$ cat config.mk
export PLATFORM = sky130hd
export DESIGN_NAME = circular_heading_utility_unit
export DESIGN_NICKNAME = d
export VERILOG_FILES = /design/src/rtl/core/chu_pkg.sv /design/src/rtl/core/circular_heading_utility_unit.sv /design/src/rtl/core/chu_front.sv /design/src/rtl/core/chu_prep.sv /design/src/rtl/core/chu_div.sv /design/src/rtl/core/chu_out.sv
export VERILOG_INCLUDE_DIRS = /design/src /design/src/rtl/core
export SDC_FILE = /design/constraint.sdc
export NUM_CORES = 2
export LEC_CHECK = 0
export ABC_AREA = 1
export ABC_CLOCK_PERIOD_IN_PS = 36800
export BUFFER_PORTS_ARGS = -buffer_cell sky130_fd_sc_hd__clkbuf_2
export CAP_MARGIN = 20
export CORE_MARGIN = 2
export CORE_UTILIZATION = 28
export CTS_CLUSTER_DIAMETER = 80
export DETAILED_ROUTE_END_ITERATION = 10
export GPL_ROUTABILITY_DRIVEN = 0
export SLEW_MARGIN = 10
export SYNTH_ARGS = -nofsm -noshare
export SYNTH_HDL_FRONTEND = slang
export SYNTH_HIERARCHICAL = 1
export SYNTH_SLANG_ARGS = --single-unit
$ cat constraint.sdc
create_clock -name clock -period 36.8 [get_ports clock]
set_input_delay 1.84 -clock clock [delete_from_list [all_inputs] [get_ports clock]]
set_output_delay 1.84 -clock clock [all_outputs]
set_load 0.005 [all_outputs]
$ cat src/rtl/core/circular_heading_utility_unit_defines.svh
// assertion macros shared by the heading utility modules
`ifndef CIRCULAR_HEADING_UTILITY_UNIT_DEFINES_SVH
`define CIRCULAR_HEADING_UTILITY_UNIT_DEFINES_SVH

// same-cycle implication, checked out of reset
`define CHU_ASSERT_IMP(label, ante, cons, msg) \
   label: assert property (@(posedge clock) disable iff (reset) (ante) |-> (cons)) \
      else $error(msg);

// next-cycle implication, checked out of reset
`define CHU_ASSERT_NXT(label, ante, cons, msg) \
   label: assert property (@(posedge clock) disable iff (reset) (ante) |=> (cons)) \
      else $error(msg);

`endif

$ cat src/rtl/core/chu_pkg.sv
package chu_pkg;

   localparam int IDX_W      = 10;
   localparam int ANG_W      = 13;
   localparam int DIST_W     = 12;
   localparam int UTIL_W     = 16;
   localparam int PROD_W     = UTIL_W + DIST_W;
   localparam int QUO_W      = UTIL_W;
   localparam int DIV_STEPS  = 2;
   localparam int CSR_IDX_W  = 3;
   localparam int CSR_DATA_W = 16;

   localparam int NUM_POINTS  = 360;
   localparam int DOMAIN_STEP = 16;
   localparam int DOMAIN_LOW  = 0;

   localparam logic [ANG_W-1:0]  FULL_ANG  = 13'd5760;
   localparam logic [DIST_W-1:0] HALF_DIST = 12'd2880;

   // register indexes
   localparam logic [CSR_IDX_W-1:0] REG_SUMMIT     = 3'd0;
   localparam logic [CSR_IDX_W-1:0] REG_PORT_DELTA = 3'd1;
   localparam logic [CSR_IDX_W-1:0] REG_STBD_DELTA = 3'd2;
   localparam logic [CSR_IDX_W-1:0] REG_PORT_BRK   = 3'd3;
   localparam logic [CSR_IDX_W-1:0] REG_STBD_BRK   = 3'd4;
   localparam logic [CSR_IDX_W-1:0] REG_PORT_MIN   = 3'd5;
   localparam logic [CSR_IDX_W-1:0] REG_STBD_MIN   = 3'd6;
   localparam logic [CSR_IDX_W-1:0] REG_PEAK       = 3'd7;

   typedef struct packed {
      logic [ANG_W-1:0]  summit;
      logic [DIST_W-1:0] port_delta;
      logic [DIST_W-1:0] stbd_delta;
      logic [UTIL_W-1:0] port_brk;
      logic [UTIL_W-1:0] stbd_brk;
      logic [UTIL_W-1:0] port_min;
      logic [UTIL_W-1:0] stbd_min;
      logic [UTIL_W-1:0] peak;
   } cfg_type;

   typedef struct packed {
      logic              zero;
      logic              on_starboard;
      logic [DIST_W-1:0] offset;
      logic [DIST_W-1:0] delta;
      logic [UTIL_W-1:0] brk;
      logic [UTIL_W-1:0] lo;
      logic [UTIL_W-1:0] top;
   } side_type;

   typedef struct packed {
      logic              on_starboard;
      logic              bypass;
      logic              neg;
      logic [UTIL_W-1:0] base;
      logic [UTIL_W-1:0] byp_val;
   } ctl_type;

endpackage

$ cat src/rtl/core/circular_heading_utility_unit.sv
// circular heading utility unit
// req channel: one heading index per beat (req_valid / req_stall); each beat
// gives exactly one rsp beat with the utility (unsigned Q8.8) and the side
// flag, in order of acceptance.
// csr channel: register index and data, written when csr_valid is high;
// csr_ready is always high. write registers only while the block is idle.
// an accepted index passes four front stages (angle map, side select,
// operand prep, multiply), eight radix-2 divider stages at two quotient
// bits each, and the output register, from which rsp_valid is driven.
// throughput: one index per cycle with no stall.
// a stalled rsp holds its beat; bubbles in the pipeline still close up, so
// req_stall rises only once every stage holds an item.
// reset clears the pipeline valids and loads the register defaults:
// summit 0, deltas 0, break utilities 12800, minimums 0, peak 25600.
module circular_heading_utility_unit #(
   parameter int NumPoints  = chu_pkg::NUM_POINTS,
   parameter int DomainStep = chu_pkg::DOMAIN_STEP,
   parameter int DomainLow  = chu_pkg::DOMAIN_LOW
) (
   input  logic                             clock,
   input  logic                             reset,
   input  logic                             req_valid,
   output logic                             req_stall,
   input  logic [chu_pkg::IDX_W-1:0]        req_heading_index,
   output logic                             rsp_valid,
   input  logic                             rsp_stall,
   output logic [chu_pkg::UTIL_W-1:0]       rsp_utility,
   output logic                             rsp_on_starboard,
   input  logic                             csr_valid,
   output logic                             csr_ready,
   input  logic [chu_pkg::CSR_IDX_W-1:0]    csr_index,
   input  logic [chu_pkg::CSR_DATA_W-1:0]   csr_data
);

   chu_pkg::cfg_type                cfg_ff;
   chu_pkg::cfg_type                cfg_in;

   logic                            front_ready;
   logic                            front_valid;
   chu_pkg::side_type               side;
   logic                            prep_ready;
   logic                            prep_valid;
   logic [chu_pkg::PROD_W-1:0]      num;
   logic [chu_pkg::DIST_W-1:0]      den;
   chu_pkg::ctl_type                prep_ctl;
   logic                            div_ready;
   logic                            div_valid;
   logic [chu_pkg::QUO_W-1:0]       quo;
   chu_pkg::ctl_type                div_ctl;
   logic                            out_in_ready;

   assign csr_ready = 1'b1;

   always_comb begin
      cfg_in = cfg_ff;
      if (csr_valid) begin
         case (csr_index)
            chu_pkg::REG_SUMMIT:     cfg_in.summit     = csr_data[chu_pkg::ANG_W-1:0];
            chu_pkg::REG_PORT_DELTA: cfg_in.port_delta = csr_data[chu_pkg::DIST_W-1:0];
            chu_pkg::REG_STBD_DELTA: cfg_in.stbd_delta = csr_data[chu_pkg::DIST_W-1:0];
            chu_pkg::REG_PORT_BRK:   cfg_in.port_brk   = csr_data;
            chu_pkg::REG_STBD_BRK:   cfg_in.stbd_brk   = csr_data;
            chu_pkg::REG_PORT_MIN:   cfg_in.port_min   = csr_data;
            chu_pkg::REG_STBD_MIN:   cfg_in.stbd_min   = csr_data;
            chu_pkg::REG_PEAK:       cfg_in.peak       = csr_data;
            default:                 cfg_in = cfg_ff;
         endcase
      end
   end

   always_ff @(posedge clock) begin
      if (reset) begin
         cfg_ff.summit     <= '0;
         cfg_ff.port_delta <= '0;
         cfg_ff.stbd_delta <= '0;
         cfg_ff.port_brk   <= 16'd12800;
         cfg_ff.stbd_brk   <= 16'd12800;
         cfg_ff.port_min   <= '0;
         cfg_ff.stbd_min   <= '0;
         cfg_ff.peak       <= 16'd25600;
      end else begin
         cfg_ff <= cfg_in;
      end
   end

   chu_front #(
      .NumPoints  (NumPoints),
      .DomainStep (DomainStep),
      .DomainLow  (DomainLow)
   ) u_front (
      .clock         (clock),
      .reset         (reset),
      .in_valid      (req_valid),
      .in_ready      (front_ready),
      .heading_index (req_heading_index),
      .cfg           (cfg_ff),
      .out_valid     (front_valid),
      .out_ready     (prep_ready),
      .side          (side)
   );

   chu_prep u_prep (
      .clock     (clock),
      .reset     (reset),
      .in_valid  (front_valid),
      .in_ready  (prep_ready),
      .side      (side),
      .out_valid (prep_valid),
      .out_ready (div_ready),
      .num       (num),
      .den       (den),
      .ctl       (prep_ctl)
   );

   chu_div u_div (
      .clock     (clock),
      .reset     (reset),
      .in_valid  (prep_valid),
      .in_ready  (div_ready),
      .num       (num),
      .den       (den),
      .ctl       (prep_ctl),
      .out_valid (div_valid),
      .out_ready (out_in_ready),
      .quo       (quo),
      .out_ctl   (div_ctl)
   );

   chu_out u_out (
      .clock        (clock),
      .reset        (reset),
      .in_valid     (div_valid),
      .in_ready     (out_in_ready),
      .quo          (quo),
      .ctl          (div_ctl),
      .out_valid    (rsp_valid),
      .out_ready    (!rsp_stall),
      .utility      (rsp_utility),
      .on_starboard (rsp_on_starboard)
   );

   assign req_stall = !front_ready;

endmodule

$ cat src/rtl/core/chu_front.sv
module chu_front #(
   parameter int NumPoints  = chu_pkg::NUM_POINTS,
   parameter int DomainStep = chu_pkg::DOMAIN_STEP,
   parameter int DomainLow  = chu_pkg::DOMAIN_LOW
) (
   input  logic                         clock,
   input  logic                         reset,
   input  logic                         in_valid,
   output logic                         in_ready,
   input  logic [chu_pkg::IDX_W-1:0]    heading_index,
   input  chu_pkg::cfg_type             cfg,
   output logic                         out_valid,
   input  logic                         out_ready,
   output chu_pkg::side_type            side
);

   localparam int AngRaw = $clog2(1023 * DomainStep + DomainLow + 1);
   localparam int AngW   = (AngRaw > chu_pkg::ANG_W) ? AngRaw : chu_pkg::ANG_W;

   logic [AngW-1:0]           ang_full;
   logic                      zero_in;
   logic                      v1_ff;
   logic                      zero1_ff;
   logic [chu_pkg::ANG_W-1:0] ang1_ff;
   logic                      ld1;
   logic                      ld2;

   logic [chu_pkg::ANG_W-1:0] sum;
   logic [chu_pkg::ANG_W:0]   wrap;
   logic                      left;
   logic [chu_pkg::ANG_W:0]   diff14;
   logic [chu_pkg::ANG_W:0]   dist14;
   logic [chu_pkg::DIST_W-1:0] delta_raw;
   chu_pkg::side_type         side_in;
   logic                      v2_ff;
   chu_pkg::side_type         side_ff;

   assign ld2      = !v2_ff || out_ready;
   assign ld1      = !v1_ff || ld2;
   assign in_ready = ld1;

   // index to angle
   assign ang_full = AngW'(heading_index) * AngW'(DomainStep) + AngW'(DomainLow);
   assign zero_in  = ({1'b0, heading_index} >= (chu_pkg::IDX_W + 1)'(NumPoints))
                     || (ang_full >= AngW'(chu_pkg::FULL_ANG));

   always_ff @(posedge clock) begin
      if (reset) begin
         v1_ff <= 1'b0;
      end else if (ld1) begin
         v1_ff <= in_valid;
      end
   end

   always_ff @(posedge clock) begin
      if (ld1) begin
         zero1_ff <= zero_in;
         ang1_ff  <= ang_full[chu_pkg::ANG_W-1:0];
      end
   end

   // side choice and distance from summit
   always_comb begin
      sum    = (cfg.summit >= chu_pkg::FULL_ANG) ? cfg.summit - chu_pkg::FULL_ANG
                                                 : cfg.summit;
      wrap   = {1'b0, sum} + {1'b0, chu_pkg::FULL_ANG} - {1'b0, ang1_ff};
      if (sum < {1'b0, chu_pkg::HALF_DIST}) begin
         left = (ang1_ff < sum) || (wrap < {2'b00, chu_pkg::HALF_DIST});
      end else begin
         left = (sum > ang1_ff) && ((sum - ang1_ff) < {1'b0, chu_pkg::HALF_DIST});
      end
      diff14 = left ? ({1'b0, sum} - {1'b0, ang1_ff})
                    : ({1'b0, ang1_ff} - {1'b0, sum});
      dist14 = diff14[chu_pkg::ANG_W] ? diff14 + {1'b0, chu_pkg::FULL_ANG} : diff14;
      delta_raw = left ? cfg.port_delta : cfg.stbd_delta;

      side_in.zero         = zero1_ff;
      side_in.on_starboard = !left && !zero1_ff;
      side_in.offset       = dist14[chu_pkg::DIST_W-1:0];
      side_in.delta        = (delta_raw > chu_pkg::HALF_DIST) ? chu_pkg::HALF_DIST
                                                              : delta_raw;
      side_in.brk          = left ? cfg.port_brk : cfg.stbd_brk;
      side_in.lo           = left ? cfg.port_min : cfg.stbd_min;
      side_in.top          = cfg.peak;
   end

   always_ff @(posedge clock) begin
      if (reset) begin
         v2_ff <= 1'b0;
      end else if (ld2) begin
         v2_ff <= v1_ff;
      end
   end

   always_ff @(posedge clock) begin
      if (ld2) begin
         side_ff <= side_in;
      end
   end

   assign out_valid = v2_ff;
   assign side      = side_ff;

`include "circular_heading_utility_unit_defines.svh"

   `CHU_ASSERT_IMP(a_dist_half, v2_ff && !side_ff.zero, side_ff.offset <= chu_pkg::HALF_DIST, "distance beyond half circle")
   `CHU_ASSERT_NXT(a_s1_hold, v1_ff && !ld1, v1_ff && $stable(ang1_ff), "held stage lost its item")

endmodule

$ cat src/rtl/core/chu_prep.sv
module chu_prep (
   input  logic                         clock,
   input  logic                         reset,
   input  logic                         in_valid,
   output logic                         in_ready,
   input  chu_pkg::side_type            side,
   output logic                         out_valid,
   input  logic                         out_ready,
   output logic [chu_pkg::PROD_W-1:0]   num,
   output logic [chu_pkg::DIST_W-1:0]   den,
   output chu_pkg::ctl_type             ctl
);

   logic                        at_break;
   logic                        first;
   logic [chu_pkg::DIST_W-1:0]  run;
   logic [chu_pkg::UTIL_W-1:0]  base;
   logic [chu_pkg::UTIL_W-1:0]  endv;
   logic [chu_pkg::UTIL_W:0]    diff;
   logic [chu_pkg::UTIL_W:0]    mag_full;
   logic [chu_pkg::UTIL_W-1:0]  mag_in;
   logic [chu_pkg::DIST_W-1:0]  factor_in;
   logic [chu_pkg::DIST_W-1:0]  den_in;
   chu_pkg::ctl_type            ctl_in;

   logic                        v3_ff;
   logic [chu_pkg::UTIL_W-1:0]  mag3_ff;
   logic [chu_pkg::DIST_W-1:0]  factor3_ff;
   logic [chu_pkg::DIST_W-1:0]  den3_ff;
   chu_pkg::ctl_type            ctl3_ff;
   logic                        v4_ff;
   logic [chu_pkg::PROD_W-1:0]  prod4_ff;
   logic [chu_pkg::DIST_W-1:0]  den4_ff;
   chu_pkg::ctl_type            ctl4_ff;
   logic                        ld3;
   logic                        ld4;

   assign ld4      = !v4_ff || out_ready;
   assign ld3      = !v3_ff || ld4;
   assign in_ready = ld3;

   // segment choice and operands
   always_comb begin
      at_break  = side.offset == side.delta;
      first     = side.offset < side.delta;
      run       = chu_pkg::HALF_DIST - side.delta;
      base      = first ? side.top : side.brk;
      endv      = first ? side.brk : side.lo;
      diff      = {1'b0, base} - {1'b0, endv};
      mag_full  = diff[chu_pkg::UTIL_W] ? ((chu_pkg::UTIL_W + 1)'(0) - diff) : diff;
      mag_in    = mag_full[chu_pkg::UTIL_W-1:0];
      factor_in = first ? side.offset : side.offset - side.delta;
      den_in    = first ? side.delta : run;

      ctl_in.on_starboard = side.on_starboard;
      ctl_in.neg          = diff[chu_pkg::UTIL_W];
      ctl_in.base         = base;
      ctl_in.bypass       = side.zero || at_break || (!first && (run == '0));
      ctl_in.byp_val      = (at_break && !side.zero) ? side.brk : '0;
   end

   always_ff @(posedge clock) begin
      if (reset) begin
         v3_ff <= 1'b0;
         v4_ff <= 1'b0;
      end else begin
         if (ld3) begin
            v3_ff <= in_valid;
         end
         if (ld4) begin
            v4_ff <= v3_ff;
         end
      end
   end

   always_ff @(posedge clock) begin
      if (ld3) begin
         mag3_ff    <= mag_in;
         factor3_ff <= factor_in;
         den3_ff    <= den_in;
         ctl3_ff    <= ctl_in;
      end
      if (ld4) begin
         prod4_ff <= mag3_ff * factor3_ff;
         den4_ff  <= den3_ff;
         ctl4_ff  <= ctl3_ff;
      end
   end

   assign out_valid = v4_ff;
   assign num       = prod4_ff;
   assign den       = den4_ff;
   assign ctl       = ctl4_ff;

endmodule

$ cat src/rtl/core/chu_div.sv
module chu_div (
   input  logic                         clock,
   input  logic                         reset,
   input  logic                         in_valid,
   output logic                         in_ready,
   input  logic [chu_pkg::PROD_W-1:0]   num,
   input  logic [chu_pkg::DIST_W-1:0]   den,
   input  chu_pkg::ctl_type             ctl,
   output logic                         out_valid,
   input  logic                         out_ready,
   output logic [chu_pkg::QUO_W-1:0]    quo,
   output chu_pkg::ctl_type             out_ctl
);

   localparam int NStg = chu_pkg::QUO_W / chu_pkg::DIV_STEPS;

   logic                        v_ff   [NStg];
   logic [chu_pkg::PROD_W-1:0]  rem_ff [NStg];
   logic [chu_pkg::QUO_W-1:0]   quo_ff [NStg];
   logic [chu_pkg::DIST_W-1:0]  den_ff [NStg];
   chu_pkg::ctl_type            ctl_ff [NStg];
   logic                        ld     [NStg];

   for (genvar g = 0; g < NStg; g++) begin : g_stg
      logic                        v_src;
      logic [chu_pkg::PROD_W-1:0]  rem_src;
      logic [chu_pkg::QUO_W-1:0]   quo_src;
      logic [chu_pkg::DIST_W-1:0]  den_src;
      chu_pkg::ctl_type            ctl_src;
      logic [chu_pkg::PROD_W-1:0]  rem_in;
      logic [chu_pkg::QUO_W-1:0]   quo_in;

      if (g == 0) begin : g_head
         assign v_src   = in_valid;
         assign rem_src = num;
         assign quo_src = '0;
         assign den_src = den;
         assign ctl_src = ctl;
      end else begin : g_body
         assign v_src   = v_ff[g-1];
         assign rem_src = rem_ff[g-1];
         assign quo_src = quo_ff[g-1];
         assign den_src = den_ff[g-1];
         assign ctl_src = ctl_ff[g-1];
      end

      if (g == NStg - 1) begin : g_last
         assign ld[g] = !v_ff[g] || out_ready;
      end else begin : g_mid
         assign ld[g] = !v_ff[g] || ld[g+1];
      end

      // restoring steps, one quotient bit each
      always_comb begin
         logic [chu_pkg::PROD_W-1:0] trial;
         rem_in = rem_src;
         quo_in = quo_src;
         for (int s = 0; s < chu_pkg::DIV_STEPS; s++) begin
            trial = chu_pkg::PROD_W'(den_src)
                    << (chu_pkg::QUO_W - 1 - g * chu_pkg::DIV_STEPS - s);
            if (rem_in >= trial) begin
               rem_in = rem_in - trial;
               quo_in[chu_pkg::QUO_W - 1 - g * chu_pkg::DIV_STEPS - s] = 1'b1;
            end
         end
      end

      always_ff @(posedge clock) begin
         if (reset) begin
            v_ff[g] <= 1'b0;
         end else if (ld[g]) begin
            v_ff[g] <= v_src;
         end
      end

      always_ff @(posedge clock) begin
         if (ld[g]) begin
            rem_ff[g] <= rem_in;
            quo_ff[g] <= quo_in;
            den_ff[g] <= den_src;
            ctl_ff[g] <= ctl_src;
         end
      end
   end

   assign in_ready  = ld[0];
   assign out_valid = v_ff[NStg-1];
   assign quo       = quo_ff[NStg-1];
   assign out_ctl   = ctl_ff[NStg-1];

`include "circular_heading_utility_unit_defines.svh"

   `CHU_ASSERT_IMP(a_rem_below_den, v_ff[NStg-1] && !ctl_ff[NStg-1].bypass, rem_ff[NStg-1] < chu_pkg::PROD_W'(den_ff[NStg-1]), "divider remainder not below divisor")

endmodule

$ cat src/rtl/core/chu_out.sv
module chu_out (
   input  logic                         clock,
   input  logic                         reset,
   input  logic                         in_valid,
   output logic                         in_ready,
   input  logic [chu_pkg::QUO_W-1:0]    quo,
   input  chu_pkg::ctl_type             ctl,
   output logic                         out_valid,
   input  logic                         out_ready,
   output logic [chu_pkg::UTIL_W-1:0]   utility,
   output logic                         on_starboard
);

   logic [chu_pkg::UTIL_W+1:0] acc;
   logic [chu_pkg::UTIL_W-1:0] util_in;
   logic                       v_ff;
   logic [chu_pkg::UTIL_W-1:0] util_ff;
   logic                       stbd_ff;
   logic                       ld;

   assign ld       = !v_ff || out_ready;
   assign in_ready = ld;

   // apply the truncated quotient with the sign of the slope, then clamp
   always_comb begin
      if (ctl.neg) begin
         acc = {2'b00, ctl.base} + {2'b00, quo};
      end else begin
         acc = {2'b00, ctl.base} - {2'b00, quo};
      end
      if (ctl.bypass) begin
         util_in = ctl.byp_val;
      end else if (acc[chu_pkg::UTIL_W+1]) begin
         util_in = '0;
      end else if (acc[chu_pkg::UTIL_W]) begin
         util_in = '1;
      end else begin
         util_in = acc[chu_pkg::UTIL_W-1:0];
      end
   end

   always_ff @(posedge clock) begin
      if (reset) begin
         v_ff <= 1'b0;
      end else if (ld) begin
         v_ff <= in_valid;
      end
   end

   always_ff @(posedge clock) begin
      if (ld) begin
         util_ff <= util_in;
         stbd_ff <= ctl.on_starboard;
      end
   end

   assign out_valid    = v_ff;
   assign utility      = util_ff;
   assign on_starboard = stbd_ff;

endmodule
[Word-level counts from Yosys, hierarchy flattened]
Memories as Yosys holds them, arrays and structs flattened.
Index checks and enable logic that the tools add are counted.
Operators by class
  $add $sub $neg: 29
  multiply operators: 1
  $lt $le $gt $ge: 26
  equality and inequality tests: 8
  muxes and demuxes: 90
  bitwise logic cells: 8
  reduce and logical (&&, ||, !) cells: 50
Operators by type and width (number)
  2-to-1 mux 28 bit: 16
  2-to-1 mux 16 bit: 8
  2-to-1 mux 1 bit: 59
  2-to-1 mux 12 bit: 4
  subtractor 16 x 16 -> 17 bit: 2
  greater-or-equal comparator 28 x 12 -> 1 bit: 1
  greater-or-equal comparator 28 x 13 -> 1 bit: 1
  greater-or-equal comparator 28 x 14 -> 1 bit: 1
  greater-or-equal comparator 28 x 15 -> 1 bit: 1
  greater-or-equal comparator 28 x 16 -> 1 bit: 1
  greater-or-equal comparator 28 x 17 -> 1 bit: 1
  greater-or-equal comparator 28 x 18 -> 1 bit: 1
  greater-or-equal comparator 28 x 19 -> 1 bit: 1
  greater-or-equal comparator 28 x 20 -> 1 bit: 1
  greater-or-equal comparator 28 x 21 -> 1 bit: 1
  greater-or-equal comparator 28 x 22 -> 1 bit: 1
  greater-or-equal comparator 28 x 23 -> 1 bit: 1
  greater-or-equal comparator 28 x 24 -> 1 bit: 1
  greater-or-equal comparator 28 x 25 -> 1 bit: 1
  greater-or-equal comparator 28 x 26 -> 1 bit: 1
  greater-or-equal comparator 28 x 27 -> 1 bit: 1
  multiplier 16 x 12 -> 28 bit: 1
  subtractor 13 x 13 -> 14 bit: 2
  subtractor 28 x 12 -> 28 bit: 1
  47 further kinds: 103
Word-level totals
  flip-flop bits (word level): 373
  RAM bits: 736
  bits of input ports: 34
  output and inout bits: 20
  logic and storage cells: 256
  memories kept: 5
Memories
  u_div.ctl_ff: words 8, bits a word 35, read ports 8, clocked after Yosys merged registers in 0, wr ports 8, RTL line chu_div.sv:21  | chu_pkg::ctl_type ctl_ff [NStg];
  u_div.rem_ff: words 8, bits a word 28, read ports 7, clocked after Yosys merged registers in 0, wr ports 8, RTL line chu_div.sv:18  | logic [chu_pkg::PROD_W-1:0] rem_ff [NStg];
  u_div.quo_ff: words 8, bits a word 16, read ports 8, clocked after Yosys merged registers in 0, wr ports 8, RTL line chu_div.sv:19  | logic [chu_pkg::QUO_W-1:0] quo_ff [NStg];
  u_div.den_ff: words 8, bits a word 12, read ports 7, clocked after Yosys merged registers in 0, wr ports 8, RTL line chu_div.sv:20  | logic [chu_pkg::DIST_W-1:0] den_ff [NStg];
  u_div.v_ff: words 8, bits a word 1, read ports 8, clocked after Yosys merged registers in 0, wr ports 8, RTL line chu_div.sv:17  | logic v_ff [NStg];

[Logic depth before layout (Yosys ltp)]
  depth in word-level cells: 15
  gate-level depth with buffers: 37

[Cells and area by module]
Netlist, hierarchy kept.
By module, submodules not included
  chu_div: times used 1, cells each 3768, area an instance 35688.0 um2, seq. area each 19218.4 um2
  chu_prep: times used 1, cells each 1604, area an instance 13893.3 um2, seq. area each 4544.4 um2
  chu_front: times used 1, cells each 621, area an instance 5450.2 um2, seq. area each 2562.5 um2
  circular_heading_utility_unit: times used 1, cells each 662, area an instance 4590.7 um2, seq. area each 2342.2 um2
  chu_out: times used 1, cells each 523, area an instance 3039.2 um2, seq. area each 530.5 um2

[Worst setup path after synthesis]
OpenSTA, ideal clock, no wires.
  kind: input port to output port
  start: input rsp_stall
  end: output req_stall
  arrival: 16.448 ns
  setup slack: 18.512 ns
  stages: 20
  path buffers: 0
  cell sequence: inv_1 inv_1 nand2_1 nor2_1 inv_1 nor2_1 nand2_1 inv_1 nand2_1 nor2_1 inv_1 nor2_1 nand2_1 inv_1 nand2_1 inv_1 nand3_1 inv_1 nand3_1 inv_1
RTL lines
  from (decl): RTL line circular_heading_utility_unit.sv:26  | input logic rsp_stall,
  to (decl): RTL line circular_heading_utility_unit.sv:23  | output logic req_stall,

==> run summary <==
Status: completed
Dpl cells: 10020
Clock buffer depth: 3
Cts hold-fix bufs: 0
Fin crit period: 10.94 ns
Worst Hold End: u_div/quo_ff[1][24]
Post-Synthesis Cells: 7178
Boundary Pins: 54
Vias per cell: 4.520
Top cells by area, synth: edfxtp_1 (43%), nand2_1 (12%), ha_1 (7.1%)
Synth Area per Inst: 8.730 µm²
Layout cells sized above 1: 0.06113
Most common cell after layout, fill and taps aside: nand2_1
Post-synth top flop: edfxtp_1
R2R cell count: 18
Rel. slew slack: 0.2887
Final nets: 7703
Area added between synthesis and finish: 10.10%
Share of the yosys chip area belonging to registers: 0.4660
Reg2reg end: u_front/side[22]
Synth async-reset ratio: 0
Reg2Reg Setup Slack: 29.25 ns
Routed Antenna Nets: 0
Total negative slack: 0 ns
Die width: 477.1 µm
Cts bufs inserted: 100
Synth Net Count: 7731
CTS Sinks: 1013
H-tree levels: 3
Number of flops mapped to enable cells by yosys: 891
Post-detail-place hpwl: 111.1 mm
Initial antenna violation count: 1
Pre-Repair DR Iteration Count: 7
Vias in the first global route: 45430
Crit path launch type: input pin
First-pass GRT wire length: 233.0 mm
Commonest cells after routing, fill and taps aside: nand2_1 (1940), inv_1 (1022), edfxtp_1 (891)
Setup crit end kind: output pin
Final non-filler cell total: 10210
Total track usage: 0.1237
Cell row count: 173
# setup viols final: 0
Hold depth: 0
CTS tree: yes
Hold/Removal Path Class: register to register
Drt wl/cell: 14.06 µm
Die extent in y: 477.1 µm
Min-delay src: u_div/quo_ff[1][8]
DRC viols: 0
Top cell type's share of synthesized area: 0.4270
Remaining Overflow, GRT: 0
DRT iter0 DRCs: 2999
Worst Tran Pin Value: 1.067 ns
Post-CTS Resized: 0
CP max FO: 81
DRT Wirelength: 143.5 mm
Fmax: 0.09138 GHz
Fin. Hold Viols: 0
Post-Syn Area: 62660 µm²
Setup Crit Path Kind: input pin to output pin
Postcts setup bufs: 0
Tcrit/Tclk final: 0.2974
Starting Density: 0.2819
RR Startpoint: u_out/out_valid
Worst Path Required: 34.96 ns
Unrepaired setup endpoints after global routing: false
CP arrival: 9.10 ns
CTS root buf: clkbuf_16
Synth area leader: edfxtp_1
Via count: 46130
Clock skew: 0.03468 ns
Core ar.: 222300 µm²
Largest net degree at the start of global routing: 91
MaxCap Viol Count: 0
Unique masters post-synth: 63
I/O Buffers: 52
Max-slew violation count: 0
#FFs+latches synth: 1013
Die area: 227600 µm²
Clock latency at the later pin of the worst-skew pair: 0.73 ns
Syn. warnings: 6
Reg clk slew, reported paths: 0.06 ns
registers in the layout, indices dropped and copies added (netlist names):
name                flops
u_div/quo_ff           72
u_prep/den             12
u_div/den_ff           84
u_prep/ctl3_ff         35
u_prep/factor3_ff      12
u_prep/num             28
u_out/utility          16
u_front/v1_ff           1
u_prep/out_valid        1
u_prep/ctl             35
u_div/rem_ff          196
u_prep/mag3_ff         16
u_prep/den3_ff         12
u_front/zero1_ff        1
u_front/out_valid       1
u_front/side           74
u_prep/v3_ff            1
u_front/ang1_ff         9
u_out/on_starboard      1
u_div/v_ff              8
u_div/ctl_ff          280
cfg_ff                117
u_out/out_valid         1
how the worst max path moves through the flow:
stage | depth (start not counted) | startpoint | endpoint | slack [ns]
floorplan | 20 | rsp_stall | req_stall | 18.51
global placement | 23 | rsp_stall | req_stall | 25.69
detailed placement | 23 | rsp_stall | req_stall | 25.62
CTS | 23 | rsp_stall | req_stall | 25.60
global route | 23 | rsp_stall | req_stall | 24.89
finish | 23 | rsp_stall | req_stall | 25.86
critical path: stages:
cell and delay [ns]:
clkbuf_2 0.08, inv_1 0.04, inv_1 0.07, nand2_1 0.49
nor2_1 0.46, inv_2 0.05, buf_4 0.33, nor2_1 0.38
nand2_4 0.28, inv_1 0.19, nand2_4 0.15, nor2_1 0.29
clkinv_2 0.37, nor2_1 0.40, nand2_4 0.60, inv_1 0.32
nand2_4 0.55, inv_1 0.39, nand3_4 0.49, inv_1 0.29
nand3_1 0.57, inv_1 0.22, clkbuf_2 0.15
metrics by stage:
stage,cell area [µm²],util,hold slack (ns),worst slack (ns)
floorplan,62660,-,0.4003,18.51
global placement,65640,0.2953,0.4022,25.69
detailed placement,65640,0.2953,0.4045,25.62
CTS,68980,0.3103,0.3975,25.60
global route,68990,0.3104,0.4034,24.89
finish,68990,0.3104,0.3933,25.86
cell families (layout without fill, tap and decap cells):
group / after synthesis / count (layout) / share of synthesized area
and+or+nand+nor: 3415 / 3415 / 0.2310
muxes: 1 / 1 / 0.0003594
xor gates and xnor gates: 234 / 234 / 0.03271
AOI/OAI and AO/OA: 720 / 720 / 0.06288
DFF: 1013 / 1013 / 0.4660
other: 1 / 2 / 0.00005985
adders and majority gates: 519 / 519 / 0.1233
buffers and inverters: 1275 / 1328 / 0.08374
layout make-up:
class	instances	area (µm²)
clock buffer	116	2634
antenna	1	2.502
timing repair buffer	72	414.1
clock inverter	67	709.4
sequential	1013	29200
fill	22950	153300
inverter	1073	4034
tap	2975	3722
multi-input combinational	4890	28280
cells in the mapped netlist, drive strengths merged (10+ instances only):
library cell / number
o21bai: 25
nor2: 694
xnor2: 94
fa: 164
ha: 355
inv: 1071
edfxtp: 891
xor2: 140
o21a: 10
buf: 137
a211oi: 12
nand3: 479
nor4: 18
nand4: 102
o21ai: 334
and2: 11
a21oi: 275
dfxtp: 122
nand3b: 36
nand2: 1992
or2: 21
nor3: 59
clkbuf: 65
a31oi: 22
a21o: 13
per-layer routing:
layer / track usage / vias up / share of wire
met5: 0 / - / 0
met4: 0.04281 / 0 / 0.031
met3: 0.01608 / 268 / 0.043
met2: 0.2170 / 1027 / 0.49
met1: 0.1552 / 21560 / 0.44
li1: - / 23280 / -
Power is not shown: default switching activity piles up to over one toggle a cycle in this logic, so the estimate is an artifact.
